## src/tri_area_pkg.sv

```systemverilog
// ----------------------------------------------------------------------------
// tri_area_pkg
// Shared types and codes for the triangle area block.
// ----------------------------------------------------------------------------
package tri_area_pkg;

   // Port widths fixed by the interface
   localparam int SIDE_PORT_WIDTH = 12;
   localparam int AREA_WIDTH      = 25;
   localparam int KIND_WIDTH      = 2;

   // Triangle classes
   localparam logic [KIND_WIDTH-1:0] KIND_EQUI = 2'd0;
   localparam logic [KIND_WIDTH-1:0] KIND_ISO  = 2'd1;
   localparam logic [KIND_WIDTH-1:0] KIND_SCAL = 2'd2;

   // Control that travels beside the datapath of one item
   typedef struct packed {
      logic                  strobe;
      logic                  valid_res;
      logic [KIND_WIDTH-1:0] kind;
   } tri_area_tag_type;

endpackage

```

## src/tri_area_front.sv

```systemverilog
// ----------------------------------------------------------------------------
// tri_area_front
// Checks and classifies the sides, then forms the Heron product in three
// registered stages.
// ----------------------------------------------------------------------------
module tri_area_front #(
   parameter int SIDE_WIDTH = 12
) (
   input  logic                                      clock,
   input  logic                                      reset,
   input  logic                                      take,
   input  logic [tri_area_pkg::SIDE_PORT_WIDTH-1:0]  up_side_a,
   input  logic [tri_area_pkg::SIDE_PORT_WIDTH-1:0]  up_side_b,
   input  logic [tri_area_pkg::SIDE_PORT_WIDTH-1:0]  up_side_c,
   output tri_area_pkg::tri_area_tag_type            dn_tag,
   output logic [4*SIDE_WIDTH+1:0]                   dn_prod
);
   import tri_area_pkg::*;

   localparam int SUM_WIDTH  = SIDE_WIDTH + 2;
   localparam int DIFF_WIDTH = SIDE_WIDTH + 1;
   localparam int P1_WIDTH   = SUM_WIDTH + DIFF_WIDTH;
   localparam int P2_WIDTH   = 2 * DIFF_WIDTH;
   localparam int FULL_WIDTH = P1_WIDTH + P2_WIDTH;
   localparam int PROD_WIDTH = 4 * SIDE_WIDTH + 2;

   logic [SIDE_WIDTH-1:0] a, b, c;
   logic [DIFF_WIDTH-1:0] sum_bc, sum_ac, sum_ab;
   logic                  bad;
   logic [FULL_WIDTH-1:0] full;

   tri_area_tag_type      tag1_ff, tag1_in, tag2_ff, tag3_ff;
   logic [SUM_WIDTH-1:0]  s_ff, s_in;
   logic [DIFF_WIDTH-1:0] da_ff, da_in, db_ff, db_in, dc_ff, dc_in;
   logic [P1_WIDTH-1:0]   p1_ff, p1_in;
   logic [P2_WIDTH-1:0]   p2_ff, p2_in;
   logic [PROD_WIDTH-1:0] prod_ff, prod_in;

   // Drop side bits above the configured width
   assign a = up_side_a[SIDE_WIDTH-1:0];
   assign b = up_side_b[SIDE_WIDTH-1:0];
   assign c = up_side_c[SIDE_WIDTH-1:0];

   assign sum_bc = {1'b0, b} + {1'b0, c};
   assign sum_ac = {1'b0, a} + {1'b0, c};
   assign sum_ab = {1'b0, a} + {1'b0, b};

   assign bad = (a == '0) || (b == '0) || (c == '0) ||
                ({1'b0, a} > sum_bc) || ({1'b0, b} > sum_ac) || ({1'b0, c} > sum_ab);

   always_comb begin
      tag1_in.strobe    = take;
      tag1_in.valid_res = ~bad;
      if (bad) begin
         tag1_in.kind = KIND_EQUI;
         s_in         = '0;
         da_in        = '0;
         db_in        = '0;
         dc_in        = '0;
      end else begin
         if ((a == b) && (a == c)) begin
            tag1_in.kind = KIND_EQUI;
         end else if ((a == b) || (a == c) || (b == c)) begin
            tag1_in.kind = KIND_ISO;
         end else begin
            tag1_in.kind = KIND_SCAL;
         end
         s_in  = {1'b0, sum_bc} + {2'b00, a};
         da_in = sum_bc - {1'b0, a};
         db_in = sum_ac - {1'b0, b};
         dc_in = sum_ab - {1'b0, c};
      end
   end

   assign p1_in   = s_ff * da_ff;
   assign p2_in   = db_ff * dc_ff;
   assign full    = p1_ff * p2_ff;
   // Product stays below 2^(4*SIDE_WIDTH+2); upper bits are always zero
   assign prod_in = full[PROD_WIDTH-1:0];

   always_ff @(posedge clock) begin
      if (reset) begin
         tag1_ff <= '0;
         tag2_ff <= '0;
         tag3_ff <= '0;
      end else begin
         tag1_ff <= tag1_in;
         tag2_ff <= tag1_ff;
         tag3_ff <= tag2_ff;
      end
   end

   always_ff @(posedge clock) begin
      s_ff    <= s_in;
      da_ff   <= da_in;
      db_ff   <= db_in;
      dc_ff   <= dc_in;
      p1_ff   <= p1_in;
      p2_ff   <= p2_in;
      prod_ff <= prod_in;
   end

   assign dn_tag  = tag3_ff;
   assign dn_prod = prod_ff;

endmodule

```

## config.mk

```make
export PLATFORM = sky130hd
export DESIGN_NAME = tri_area_front
export DESIGN_NICKNAME = d
export VERILOG_FILES = /design/src/tri_area_pkg.sv /design/src/tri_area_front.sv
export SDC_FILE = /design/constraint.sdc
export NUM_CORES = 2
export LEC_CHECK = 0
export BUFFER_PORTS_ARGS = -buffer_cell sky130_fd_sc_hd__buf_2
export CORE_MARGIN = 1.5
export CORE_UTILIZATION = 25
export DETAILED_ROUTE_END_ITERATION = 6
export SYNTH_ARGS = -nofsm -noshare
export SYNTH_HDL_FRONTEND = slang
export SYNTH_SLANG_ARGS = --single-unit
```

## constraint.sdc

```tcl
create_clock -name clock -period 9.65 [get_ports clock]
set_input_delay 1.93 -clock clock [delete_from_list [all_inputs] [get_ports clock]]
set_output_delay 1.93 -clock clock [all_outputs]
set_load 0.005 [all_outputs]
```

==> flow_summary_export.csv <==
group,metric,value,unit
sta,worst_clock_skew,0.0290,ns
clocking,hold_buffers,0,
worst_hold_path,hold_path_startpoint,"tag1_ff[1]$_SDFF_PP0_",
global_route,global_route.overflow_total,0,
worst_setup_path,worst_path_max_stage_delay,1.26,ns
sta,hold_viol_final,0,
worst_setup_path,crit_top_cell,"sky130_fd_sc_hd__fa_1",
clocking,postCtsSetupRepairBufs,0,
pwr,vdd.ir_drop.worst,0.110,mV
logic_synthesis,adder_cell_share_of_the_synthesized_area,0.541,
sta,final-setup-viol-count,0,
final_layout,finalInstanceArea,44300,um^2
routing,iteration_0_drc_count_of_the_detailed_router,1527,
sta,final.setup.tns,0,ns
pwr,p_leak,21.9,nW
final_layout,area.growth.synth_to_final,8.28,%
logic_synthesis,number_of_instances_in_the_synthesized_netlist,4575,
floorplan,die_area,166000,um^2
worst_setup_path,path_class,"flop to flop",
logic_synthesis,syn_area,40900,um^2
routing,drtAntennaViolNets,0,
routing,routed-via-count,29600,
sta,finalCriticalPeriod,7.97,ns
logic_synthesis,synthTopCellsByArea,"sky130_fd_sc_hd__fa_1 42%, sky130_fd_sc_hd__ha_1 12%, sky130_fd_sc_hd__inv_1 9.0%",
logic_synthesis,synthesis.yosys.warnings,0,
logic_synthesis,synth_enable_flop_cells,0,
global_route,track_usage,0.133,
clocking,clk-insertion-delay-late,0.52,ns
place,dp_hpwl,88100,um
clocking,cts.clk_slew.worst_paths,0.08,ns
logic_synthesis,synth_top_area_cell,"sky130_fd_sc_hd__fa_1",
final_layout,layout.cells.non_filler,6725,
outcome,result_of_the_run,"finished with violations",
worst_setup_path,worst_r2r_path_depth,22,
worst_setup_path,worstSetupEndpointType,"flop",
sta,setup_repair_after_global_routing_missed_its_margin,"no",
global_route,grt_pass1_wl,177000,um
sta,min_period_over_period,0.825,
sta,timing.slew.headroom,0.0606,
worst_setup_path,timing.critical_path.from_type,"flop",
worst_setup_path,timing.critical_path.slowest_stage_cell,"sky130_fd_sc_hd__dfxtp_1",
logic_synthesis,synth_xor_xnor_area_share,0.0325,
worst_setup_path,critical_path_cell_by_cell,"nand2_1 -> fa_1 -> inv_1 -> fa_1 -> inv_1 -> fa_1 -> inv_1 -> fa_1 -> fa_1 -> fa_1 -> inv_1 -> fa_1 -> inv_1 -> ha_1 -> nand4_1 -> nor2_1 -> a211oi_1 -> and2_1 -> o211ai_2 -> and3_4 -> or4_1 -> o311ai_1",
clocking,cts_root_buf,"sky130_fd_sc_hd__clkbuf_16",
clocking,h_tree_depth,4,
floorplan,floorplan.initialDensity,0.252,
logic_synthesis,post_synth_num_cell_types,83,
place,preCtsSetupSlack,1.87,ns
worst_setup_path,source_of_the_critical_timing_path,"p2_ff[6]$_DFF_P_",
routing,viasPerCell,4.41,
pwr,cellPowerDensity,110,nW/um^2
final_layout,nets,5832,
clocking,cts_inserted_buffers,17,
clocking,cts_buffer_depth,2,
worst_setup_path,cp_top_family,"adder cells",
global_route,grt_pass1_vias,32700,
final_layout,layout-drive-gt1-share,0.0448,
sta,hold_ws,0.437,ns
clocking,clkSinkCount,167,
place,routabilityCongestion,0.868,
clocking,ctsResizeCount,0,
place,dpl-instance-area,43700,um^2
worst_setup_path,timing.reg2reg.setup_slack,1.68,ns
worst_setup_path,critical_path_stages,22,
sta,timing.final.ws_setup,1.68,ns
worst_setup_path,critPathBufInv,5,
worst_setup_path,worstReg2RegStart,"p2_ff[6]$_DFF_P_",
final_layout,diodes,0,
outcome,violations,"design-rule violations",
worst_setup_path,setup.worst_path.end,"dn_prod[46]$_DFF_P_",
worst_setup_path,r2r-end,"dn_prod[46]$_DFF_P_",
logic_synthesis,synth_fp_nets,5870,
floorplan,die_width,408,um
worst_setup_path,arrival,8.38,ns
routing,detail_route.drc_violations,3,
floorplan,die-height,408,um
logic_synthesis,avgSynthCellArea,8.95,um^2
clocking,tritoncts,"built",
routing,wire_per_inst,15.9,um
global_route,antenna_found_initial,6,
logic_synthesis,share_of_synthesized_area_spent_on_multiplexers,0.00110,
floorplan,rows,148,
sta,tightestPinTransition,1.41,ns
floorplan,top_level_ports,93,
routing,dr.pass1.iters,7,
sta,clock.fmax,0.126,GHz
run,max_cap_viol_count,0,
place,cells_after_dpl,6693,
floorplan,core-area,163000,um^2
worst_setup_path,cp.required,10.07,ns
logic_synthesis,synth_flop_cell,"sky130_fd_sc_hd__dfxtp_1",
global_route,grt_max_degree,44,
place,place.port_buffers,92,
logic_synthesis,synthDominantCellAreaShare,0.419,
logic_synthesis,synth_area_in_compound_gates,0.0626,
worst_hold_path,worstHoldPathType,"flop to flop",
logic_synthesis,ys_seq_area_frac,0.0817,
logic_synthesis,synth_top_family_by_area,"adder cells",
logic_synthesis,synth-async-reset-ratio,0,
sta,final-max-slew-violation-count,0,
logic_synthesis,synth-simple-area-share,0.173,
routing,drt_wirelength,107000,um
logic_synthesis,synth.ff_latch_count,167,
worst_setup_path,worst-path-max-fanout,27,
cells in the mapped netlist (8+ instances only):
master and count:
sky130_fd_sc_hd__nand2_1 614, sky130_fd_sc_hd__or3_1 11, sky130_fd_sc_hd__nand3_1 32, sky130_fd_sc_hd__xnor2_1 112, sky130_fd_sc_hd__o21bai_1 13, sky130_fd_sc_hd__nor3_1 41, sky130_fd_sc_hd__and2_1 491, sky130_fd_sc_hd__nor2b_1 26
sky130_fd_sc_hd__nor2_1 136, sky130_fd_sc_hd__nand2b_1 21, sky130_fd_sc_hd__and3_1 8, sky130_fd_sc_hd__clkbuf_1 177, sky130_fd_sc_hd__ha_1 400, sky130_fd_sc_hd__nor4_1 20, sky130_fd_sc_hd__dfxtp_1 167, sky130_fd_sc_hd__o21ai_0 66
sky130_fd_sc_hd__a31oi_1 12, sky130_fd_sc_hd__xor2_1 40, sky130_fd_sc_hd__a211oi_1 15, sky130_fd_sc_hd__a21oi_1 120, sky130_fd_sc_hd__o21a_1 25, sky130_fd_sc_hd__inv_1 986, sky130_fd_sc_hd__a21o_1 46, sky130_fd_sc_hd__fa_1 856
sky130_fd_sc_hd__o211ai_1 12
per-stage QoR:
step | utilization | power, mW
6_report | 0.273 | 4.89
5_1_grt | 0.273 | 5.35
4_1_cts | 0.273 | 4.94
3_5_place_dp | 0.269 | 4.12
3_3_place_gp | 0.269 | 4.08
2_1_floorplan | - | 3.09
power breakdown:
| part | internal (mW) | switching (mW) |
|---|---|---|
| sequential | 0.851 | 0.575 |
| combinational | 1.05 | 1.64 |
| clock | 0.435 | 0.342 |
| total | 2.34 | 2.56 |
cells in the final DEF (no fill, tap or decap), types with 40 or more instances in the layout:
cell type	instances
sky130_fd_sc_hd__inv_1	986
sky130_fd_sc_hd__fa_1	856
sky130_fd_sc_hd__nand2_1	614
sky130_fd_sc_hd__and2_1	491
sky130_fd_sc_hd__ha_1	400
sky130_fd_sc_hd__dfxtp_1	167
sky130_fd_sc_hd__nor2_1	136
sky130_fd_sc_hd__a21oi_1	120
sky130_fd_sc_hd__xnor2_1	112
sky130_fd_sc_hd__buf_2	92
sky130_fd_sc_hd__o21ai_0	66
sky130_fd_sc_hd__a21o_1	46
sky130_fd_sc_hd__nor3_1	41
sky130_fd_sc_hd__xor2_1	40
worst reg2reg max path, stage by stage, from the launching register on:
cell	delay, ns
sky130_fd_sc_hd__dfxtp_1	1.26
sky130_fd_sc_hd__nand2_1	0.20
sky130_fd_sc_hd__fa_1	0.58
sky130_fd_sc_hd__inv_1	0.05
sky130_fd_sc_hd__fa_1	0.47
sky130_fd_sc_hd__inv_1	0.05
sky130_fd_sc_hd__fa_1	0.53
sky130_fd_sc_hd__inv_1	0.05
sky130_fd_sc_hd__fa_1	0.40
sky130_fd_sc_hd__fa_1	0.50
sky130_fd_sc_hd__fa_1	0.55
sky130_fd_sc_hd__inv_1	0.05
sky130_fd_sc_hd__fa_1	0.47
sky130_fd_sc_hd__inv_1	0.05
sky130_fd_sc_hd__ha_1	0.34
sky130_fd_sc_hd__nand4_1	0.12
sky130_fd_sc_hd__nor2_1	0.06
sky130_fd_sc_hd__a211oi_1	0.56
sky130_fd_sc_hd__and2_1	0.41
sky130_fd_sc_hd__o211ai_2	0.28
sky130_fd_sc_hd__and3_4	0.27
sky130_fd_sc_hd__or4_1	0.52
sky130_fd_sc_hd__o311ai_1	0.10
final cells by class:
type,instances,area (um^2)
fillers,17500,118000
multi-input cells,3234,33200
inverters,986,3700
flip-flops and latches,167,3340
well taps,2175,2720
repair buffers,131,753
clock buffers,20,467
clock inverters,12,174
worst min path at each step:
stage	depth (start not counted)	end	slack, ns
floorplan	0	p1_ff[0]$_DFF_P_	0.39
detailed placement	1	tag2_ff[1]$_SDFF_PP0_	0.42
global placement	1	tag2_ff[3]$_SDFF_PP0_	0.42
CTS	1	tag2_ff[1]$_SDFF_PP0_	0.44
finish	1	tag2_ff[1]$_SDFF_PP0_	0.44
global route	1	dn_tag[2]$_SDFF_PP0_	0.46
state kept, by name (all words and copies together), names as in the netlist, 12 cells and up:
register,count
db_ff,13
dc_ff,13
p1_ff,27
p2_ff,26
da_ff,12
s_ff,14
dn_prod,50
layer usage:
layer | vias to the layer above | wire length, um | track usage | share of wire
met5 | - | 0 | 0 | 0
met4 | 0 | 2540 | 0.0355 | 0.024
met3 | 150 | 5640 | 0.0204 | 0.053
met2 | 799 | 50600 | 0.227 | 0.47
met1 | 15100 | 48300 | 0.174 | 0.45
li1 | 13600 | - | - | -
cell families after synthesis:
kind of cell	after synthesis
buf+inv	1174
mux	4
flops	167
fa+ha+maj	1256
xor+xnor	152
simple gates	1436
compound gates	386
Note: power is estimated with default switching activity, not from simulation.
