File: src/tri_area_pkg.sv
// ----------------------------------------------------------------------------
// tri_area_pkg
// Shared types and codes for the triangle area block.
// ----------------------------------------------------------------------------
package tri_area_pkg;

   // Port widths fixed by the interface
   localparam int SIDE_PORT_WIDTH = 12;
   localparam int AREA_WIDTH      = 25;
   localparam int KIND_WIDTH      = 2;

   // Triangle classes
   localparam logic [KIND_WIDTH-1:0] KIND_EQUI = 2'd0;
   localparam logic [KIND_WIDTH-1:0] KIND_ISO  = 2'd1;
   localparam logic [KIND_WIDTH-1:0] KIND_SCAL = 2'd2;

   // Control that travels beside the datapath of one item
   typedef struct packed {
      logic                  strobe;
      logic                  valid_res;
      logic [KIND_WIDTH-1:0] kind;
   } tri_area_tag_type;

endpackage

File: src/tri_area_cell.sv
// ----------------------------------------------------------------------------
// tri_area_cell
// One step of the digit-by-digit square root: settles one root bit and
// hands radicand, remainder and partial root to the next cell.
// ----------------------------------------------------------------------------
module tri_area_cell #(
   parameter int RAD_WIDTH  = 50,
   parameter int ROOT_WIDTH = 25
) (
   input  logic                           clock,
   input  logic                           reset,
   input  tri_area_pkg::tri_area_tag_type up_tag,
   input  logic [RAD_WIDTH-1:0]           up_rad,
   input  logic [ROOT_WIDTH:0]            up_rem,
   input  logic [ROOT_WIDTH-1:0]          up_root,
   output tri_area_pkg::tri_area_tag_type dn_tag,
   output logic [RAD_WIDTH-1:0]           dn_rad,
   output logic [ROOT_WIDTH:0]            dn_rem,
   output logic [ROOT_WIDTH-1:0]          dn_root
);
   import tri_area_pkg::*;

   localparam int TRY_WIDTH = ROOT_WIDTH + 3;

   logic [TRY_WIDTH-1:0]  cur, trial, diff;
   logic                  fits;

   tri_area_tag_type      tag_ff;
   logic [RAD_WIDTH-1:0]  rad_ff, rad_in;
   logic [ROOT_WIDTH:0]   rem_ff, rem_in;
   logic [ROOT_WIDTH-1:0] root_ff, root_in;

   // Bring down the next two radicand bits and try root*4+1
   assign cur   = {up_rem, up_rad[RAD_WIDTH-1 -: 2]};
   assign trial = TRY_WIDTH'({up_root, 2'b01});
   assign fits  = (cur >= trial);
   assign diff  = fits ? (cur - trial) : cur;

   assign rem_in  = diff[ROOT_WIDTH:0];
   assign root_in = {up_root[ROOT_WIDTH-2:0], fits};
   assign rad_in  = {up_rad[RAD_WIDTH-3:0], 2'b00};

   always_ff @(posedge clock) begin
      if (reset) begin
         tag_ff <= '0;
      end else begin
         tag_ff <= up_tag;
      end
   end

   always_ff @(posedge clock) begin
      rad_ff  <= rad_in;
      rem_ff  <= rem_in;
      root_ff <= root_in;
   end

   assign dn_tag  = tag_ff;
   assign dn_rad  = rad_ff;
   assign dn_rem  = rem_ff;
   assign dn_root = root_ff;

endmodule

File: config.mk
export PLATFORM = sky130hd
export DESIGN_NAME = tri_area_cell
export DESIGN_NICKNAME = d
export VERILOG_FILES = /design/src/tri_area_pkg.sv /design/src/tri_area_cell.sv
export SDC_FILE = /design/constraint.sdc
export NUM_CORES = 1
export LEC_CHECK = 0
export BUFFER_PORTS_ARGS = -buffer_cell sky130_fd_sc_hd__buf_2
export CORE_ASPECT_RATIO = 2
export CORE_MARGIN = 1.5
export CORE_UTILIZATION = 40
export DETAILED_ROUTE_END_ITERATION = 12
export PLACE_DENSITY = 0.73
export SYNTH_ARGS = -nofsm -noshare
export SYNTH_HDL_FRONTEND = slang
export SYNTH_SLANG_ARGS = --single-unit
File: constraint.sdc
create_clock -name clock -period 2.7 [get_ports clock]
set_input_delay 0.27 -clock clock [delete_from_list [all_inputs] [get_ports clock]]
set_output_delay 0.27 -clock clock [all_outputs]
set_load 0.1 [all_outputs]
==> flow_results.org, run 1 <==
** Cells and area
- Number of antenna diodes :: 0
- In the final layout, the share of cells above drive strength 1 is 50.2%.
- Leaving out fill and tap cells, the most frequent cell in the layout is buf_2.
- Count of nets after finishing :: 746
- The library cells used most frequently in the layout, excluding fill and tap cells, are 209 x buf_2, 103 x dfxtp_1, 47 x buf_4.
- Synth-to-Final Area Change :: 47.7%

** GRT
- The number of global-route vias before repair is 3,519.
- Pin count of the biggest net entering global routing :: 20
- The number of antenna violations at the first check in global routing came to 0.
- For this run the aggregate overflow at the end of global routing stands at 0.
- For this run, the total global-route usage over all layers was measured as 19.4%.
- First-pass GRT wire length :: 15,600 um

** Floorplan
- Die Width :: 72.6 um
- The initialized floorplan defines 50 standard-cell rows.
- Die boundary height :: 142 um
- Placeable core region :: 9380 um^2
- The floorplan step defined a die boundary enclosing 10,300 um^2.
- Effective utilization at floorplan :: 41.3%
- In this run the count of I/O pins placed on the die edge is 212.

** Setup path
- For the worst setup path, the data required time is 2980 ps.
- The critical path is of the input port to flip-flop type.
- Max FO, Critical Path :: 5
- The critical path starts at up_rem[0].
- The worst setup path is captured at a flip-flop.
- Worst path arrival time :: 2910 ps
- CP startpoint kind :: input port

** Clock tree
- For this design, the CTS-stage hold fixing added 0 buffers.
- TritonCTS clock tree :: built
- Clock slew seen by the registers of the worst setup and hold paths :: 70 ps
- Root cell of the clock tree :: clkbuf_16
- Clock sink total :: 103
- Inserted Clock Buffers :: 9
- Buffers from clock root to sink, at most :: 2
- CTS built an H-tree with a depth of 3.

** Timing
- Derived from the worst setup path, the maximum achievable clock frequency is 381 MHz.
- Subtracting the final worst setup slack from the clock period gives 2630 ps.
- In the finished design, the share of the clock period the worst path needs comes to 97.3%.
- Slew @ Worst Pin :: 516 ps
- Fin worst setup slack :: 73.5 ps
- Setup violations remaining at the end of the flow were counted as 0.
- Setup repair after global routing left no endpoint under its margin.
- The number of failing hold endpoints at the final stage came to 0.
- Worst relative slew slack :: 65.8%
- Fin. max-slew vios :: 0

** Routing
- Detailed-routing wirelength on met1 :: 3360 um
- In the detailed route, the total length drawn on met2 is 5890 um.
- The routed design uses 635 um of met3 wire.
- For this block, the via count after detailed routing is 3,494.
- In the routed design, unresolved DRC markers number 0.
- After detailed routing, the number of vias per cell comes to 4.85.
- The detailed router finished its first iteration with 63 violations.
- Total routed wirelength :: 10,200 um
- For this run, the detailed router's first-pass iteration total came to 4.
- Once detail routing completed, the nets flagged for antenna violations numbered 0.
- Top Layer Used :: met4
- After detailed routing, the average wire length per cell comes to 14.2 um.

** Synth
- Biggest area contributors in the synthesized netlist :: dfxtp_1 53%, ha_1 8.7%, mux2_2 6.7%
- Async set-or-reset flop fraction in the synthesized netlist :: 0%
- The Yosys step of the flow raised 0 warnings.
- Primary flip-flop cell chosen by synthesis mapping :: dfxtp_1
- Cell accounting for the most synthesized area :: dfxtp_1
- The cell area that synthesis handed to floorplanning was 3870 um^2.
- Sequential elements use 53.2% of the synthesized area.
- Number of synthesized register bits :: 103
- Average footprint of a synthesized cell :: 11.1 um^2
- After technology mapping, the gate count stands at 349.
- The top cell type by area accounts for 53.2% of the synthesized area.
- After synthesis, the netlist uses 53 different library cells.
- The synthesized design contains 0 enable-type register cells.

** Placed design
- Final weighted congestion in routability-driven placement :: 0.905
- Detailed placement finished with a half-perimeter wire length of 8360 um.
- Timing analysis after detailed placement gives a worst setup slack of -290 ps.
- Buffers on Ports :: 209

** Run
- The tool flagged a number of max-cap violations equal to 0.

** Worst hold path
- Kind of path behind the tightest hold check :: input port to flip-flop
- In this run the most critical hold path is launched from up_rad[14].
- Along the worst hold path, the cell count comes to 1.

** Pwr
- Static Leakage :: 2.93 nW
- Power spread over the standard cell area amounts to 842 nW/um^2.
- The design draws 0.00482 W.
- VDD sags by at most 0.537 mV.

** Status
- The flow ran to the end, and the final reports show no timing, DRC or antenna violations.
-- worst paths after layout --
| path | endpoint | slack (ps) |
|---|---|---|
| setup / recovery | dn_rem[25]$_DFF_P_ | 70 |
| hold / removal | dn_rad[16]$_DFF_P_ | 30 |
-- layer usage --
layer  vias to the layer above  global-route usage (%)
met1                      1586                    17.0
met5                         -                       0
met4                         0                    9.43
met3                        24                    4.82
met2                       152                    38.7
li1                       1732                       -
-- layout make-up --
| class | instances | area, um^2 |
|---|---|---|
| fillers | 805 | 3660 |
| flip-flops and latches | 103 | 2060 |
| multi-input cells | 207 | 1680 |
| repair buffers | 258 | 1440 |
| clock buffers | 9 | 225 |
| well taps | 104 | 130 |
| inverters | 33 | 124 |
| clock inverters | 7 | 66.3 |
-- report_power, final --
group / internal [W] / leakage [nW] / switching, W
Combinational: 0.000453 / 1.92 / 0.00143
Clock: 0.000646 / 0.141 / 0.000594
Sequential: 0.00166 / 0.869 / 0.0000331
Total: 0.00276 / 2.93 / 0.00205
-- stage by stage --
| stage | hold slack, ps | setup TNS, ps | util [%] | instance area, um^2 | std cells |
|---|---|---|---|---|---|
| after floorplan | 298 | -268 | - | 3900 | 350 |
| after global placement | 372 | -5180 | 57.6 | 5400 | 703 |
| after detailed placement | 374 | -5350 | 57.6 | 5400 | 703 |
| after CTS | 21.0 | 0 | 60.7 | 5700 | 719 |
| after global routing | 9.21 | 0 | 61.0 | 5720 | 721 |
| final | 29.1 | 0 | 61.0 | 5720 | 721 |
-- registers in the layout, indices dropped and copies added (netlist names) --
register,cells
dn_rad,48
dn_rem,26
dn_root,25
dn_tag,4
-- critical path, cell delays in order --
cell,delay (ps)
buf_2,110
ha_1,360
o211ai_1,240
o211a_1,230
o221ai_2,150
a211o_1,330
a2111oi_4,360
nor3_2,90
or4b_1,520
nand3_1,100
mux2_2,150
-- synthesized netlist by cell type (4+ instances only) --
library cell / number
a2111oi_0: 4
a21o_1: 7
a21oi_1: 22
buf_4: 5
dfxtp_1: 103
ha_1: 27
inv_1: 33
mux2_2: 23
nand2_1: 13
nand3_1: 4
nor2_1: 16
nor2b_1: 8
nor3_1: 5
o21ai_0: 10
xnor2_1: 13
xor2_1: 6
-- cell families after synthesis --
| group | count (synthesis) | share of synthesized area (%) |
|---|---|---|
| other | 1 | 0.0968 |
| xor gates and xnor gates | 19 | 4.29 |
| DFF | 103 | 53.2 |
| adders and majority gates | 27 | 8.72 |
| and+or+nand+nor | 61 | 8.20 |
| muxes | 26 | 7.46 |
| buffers and inverters | 40 | 4.39 |
| AOI/OAI and AO/OA | 72 | 13.6 |
-- timing repair --
item                       CTS  global route
setup endpoints to repair    0             5
buffers inserted             0             2
gates resized for setup      0             1
(Power assumes the default switching activity.)
==> run 2: changes to the inputs <==
- ABC_AREA: not set -> 1
- CELL_PAD_IN_SITES_DETAIL_PLACEMENT: not set -> 0
- CELL_PAD_IN_SITES_GLOBAL_PLACEMENT: not set -> 2
- CORE_UTILIZATION: 40 -> 22
==> flow_results.org, run 2 <==
** Status
- Result of the run :: completed

** GRT
- Vias in the first global route :: 4,718
- The number of antenna violations at the first check in global routing is 0.
- Sum of overflow across all layers after global routing :: 0
- Pin count of the biggest net entering global routing :: 24
- Overall routing resource usage :: 14.8%
- The first global-routing pass estimated 24,200 um of wire.

** Timing
- The final max-slew violation count is 0.
- Setup violations remaining at the end of the flow were counted as 0.
- Based on the critical path, the design can be clocked at up to 409 MHz.
- Final hold analysis gives a worst-case slack of 21.0 ps.
- Final hold violation count :: 0
- Final period demand of the worst path :: 2440 ps
- Fin worst setup slack :: 255 ps
- Aggregate negative setup slack :: 0 ps
- RSZ-0062 raised after global routing :: false
- Final period util :: 90.6%

** Floorplan
- Num ports :: 212
- Row cnt :: 74
- Placeable core region :: 20,500 um^2
- Effective utilization at floorplan :: 22.5%
- Die boundary height :: 208 um
- The floorplan step defined a die boundary enclosing 21,900 um^2.
- Die Width :: 105 um

** Clock tree
- Clock sink total :: 103
- In this run the post-CTS setup repair buffer count came out at 0.
- H-tree depth :: 3
- Inserted Clock Buffers :: 9
- Root cell of the clock tree :: clkbuf_16
- Clock slew seen by the registers of the worst setup and hold paths :: 70 ps
- Buffers from clock root to sink, at most :: 2
- In this run, post-CTS repair resized a total of 0 instances.
- TritonCTS clock tree :: built

** Synth
- Cell accounting for the most synthesized area :: dfxtp_1
- Yosys instantiated no cell more often than nand2_1.
- A synthesized cell averages 7.38 um^2.
- Primary flip-flop cell chosen by synthesis mapping :: dfxtp_1
- The Yosys step of the flow raised 0 warnings.
- Mapped cell area :: 4610 um^2
- Yosys mapped a number of flops with a built-in enable equal to 0.
- Biggest area contributors in the synthesized netlist :: dfxtp_1 45%, nand2_1 17%, inv_1 10%
- In this run, synthesis produced a sequential element count of 103.
- Fraction of the yosys area taken by sequential cells :: 44.8%
- For this run, asynchronously set or reset flops after synthesis account for 0%.
- Leading cell types by count after synthesis :: 208 x nand2_1, 125 x inv_1, 103 x dfxtp_1, 34 x nor2_1, 27 x ha_1
- The netlist uses 29 different library cells.
- After synthesis, the largest area contributor takes up 44.8% of total cell area.
- Instance count of the mapped netlist :: 624

** Pwr
- Per report_power, the sequential group accounts for 34.4% of the total.
- The share of total power dissipated in the clock network is 27.1%.
- Switching power summed over all nets :: 0.00213 W
- IR analysis of the VDD net gives a maximum drop of 0.271 mV.
- In this run the power density over the cells is 713 nW/um^2.
- Internal power :: 0.00278 W
- The analysis attributes to cell leakage a power of 3.86 nW.
- Proportion of power drawn by combinational gates :: 38.5%
- In this run switching power makes up 43.4% of total power.

** Worst hold path
- The worst hold path begins at up_root[12].
- Kind of path behind the tightest hold check :: input port to flip-flop
- The worst hold path terminates at dn_root[13]$_DFF_P_.
- Counting instances, the worst hold path has a depth of 1.

** Placed design
- Placement-stage cell area :: 5980 um^2
- Final weighted congestion in routability-driven placement :: 0.813
- DP Wirelength :: 13,000 um
- Prior to clock tree synthesis, the placed netlist has a worst setup slack of 374 ps.
- Port buffering added 209 buffers.

** Setup path
- CP startpoint kind :: input port
- Along the worst path, the maximum fanout reaches 23.
- Worst path arrival time :: 2700 ps
- Setup Crit Path Kind :: input port to flip-flop
- At the worst endpoint, the required time is 2960 ps.
- Type of destination of the critical path :: flip-flop

** Routing
- Mean number of vias per cell :: 3.97
- Detailed routing inserted a total of 4,653 vias.
- DRC viols :: 0
- The detailed router finished its first iteration with 115 violations.
- After detailed routing, the average wire length per cell comes to 13.6 um.
- Length of the first detailed-routing pass in iterations :: 4
- The routed design has 15,900 um of wire.
- The detail route stage leaves a number of antenna-violating nets equal to 0.

** Cells and area
- Largest register FFs :: 48
- Commonest non-fill, non-tap cell in the layout :: buf_2
- Count of nets after finishing :: 1,036
- Of the cells placed in the final design, the portion with a size suffix greater than 1 is 28.0%.
- Most used cells in the layout excluding fill and tap cells :: 209 x buf_2, 208 x nand2_1, 125 x inv_1
- Counting the fill cells in the layout gives 2,317.
- Synth-to-Final Area Change :: 49.4%
- The repair_antennas step left the layout with diodes totalling 0.
- After routing the design area is 6880 um^2.

** Run
- Maximum Capacitance Violations :: 0
run 2: worst max path at each step:
stage | slack, ps | endpoint | cells past startpoint | start
2_1_floorplan | 910 | dn_rem[25]$_DFF_P_ | 14 | up_root[12]
3_3_place_gp | 390 | dn_rem[16]$_DFF_P_ | 14 | up_root[9]
3_5_place_dp | 370 | dn_rem[18]$_DFF_P_ | 13 | up_rem[9]
4_1_cts | 210 | dn_rem[14]$_DFF_P_ | 15 | up_root[7]
5_1_grt | 70 | dn_rem[8]$_DFF_P_ | 15 | up_root[7]
6_report | 260 | dn_rem[14]$_DFF_P_ | 15 | up_root[7]
run 2: cell families after synthesis:
logic type	synth area share, %
adder cells (fa/ha/maj)	7.33
buffers and inverters	12.2
XOR/XNOR	2.28
AO/OA/AOI/OAI	3.18
other	0.0814
flip-flops	44.8
AND/OR/NAND/NOR	30.2
run 2: per-stage QoR:
step,power (W),std cells,util [%]
2_1_floorplan,0.00318,625,-
3_3_place_gp,0.00356,1096,29.2
3_5_place_dp,0.00356,1096,29.2
4_1_cts,0.00501,1173,33.6
5_1_grt,0.00515,1173,33.6
6_report,0.00491,1173,33.6
run 2: per-layer routing:
metal | share of wire, % | routed length (um) | GRT usage (%) | vias to the layer above
met5 | 0 | 0 | 0 | -
li1 | - | - | - | 2447
met1 | 33 | 5180 | 12.3 | 2043
met4 | 2.6 | 408 | 6.57 | 0
met3 | 4.7 | 748 | 3.30 | 23
met2 | 60 | 9570 | 31.4 | 140
run 2: area by class of cell:
cell class              count  area, um^2  share of cell area, %
clock buffers              10         229                   3.33
clock inverters             6        67.6                  0.982
inverters                 131         492                   7.14
multi-input cells         381        1990                   28.8
flip-flops and latches    103        2060                   30.0
well taps                 266         333                   4.84
repair buffers            276        1710                   24.9
run 2: power groups by stage:
stage	clock, W	sequential, W	combinational [W]
floorplan	0	0.00274	0.000441
global placement	0	0.00173	0.00184
detailed placement	0	0.00173	0.00184
CTS	0.00141	0.00169	0.00191
global route	0.00145	0.00170	0.00200
finish	0.00133	0.00169	0.00189
run 2: critical path, stage by stage:
cell	delay, ps
dlygate4sd3_1	540
buf_2	110
inv_1	40
ha_1	320
nand2_1	170
inv_1	70
nand2_1	110
nor2_1	60
nand2_1	70
nand3_2	140
nand2_2	110
nand3_2	280
buf_12	270
nand3_1	70
nand2_1	50
run 2: repair_timing:
action                                  in CTS  in global routing
hold buffers                                61                  0
endpoints found under the setup margin       0                  0
hold endpoints to repair                    61                  0
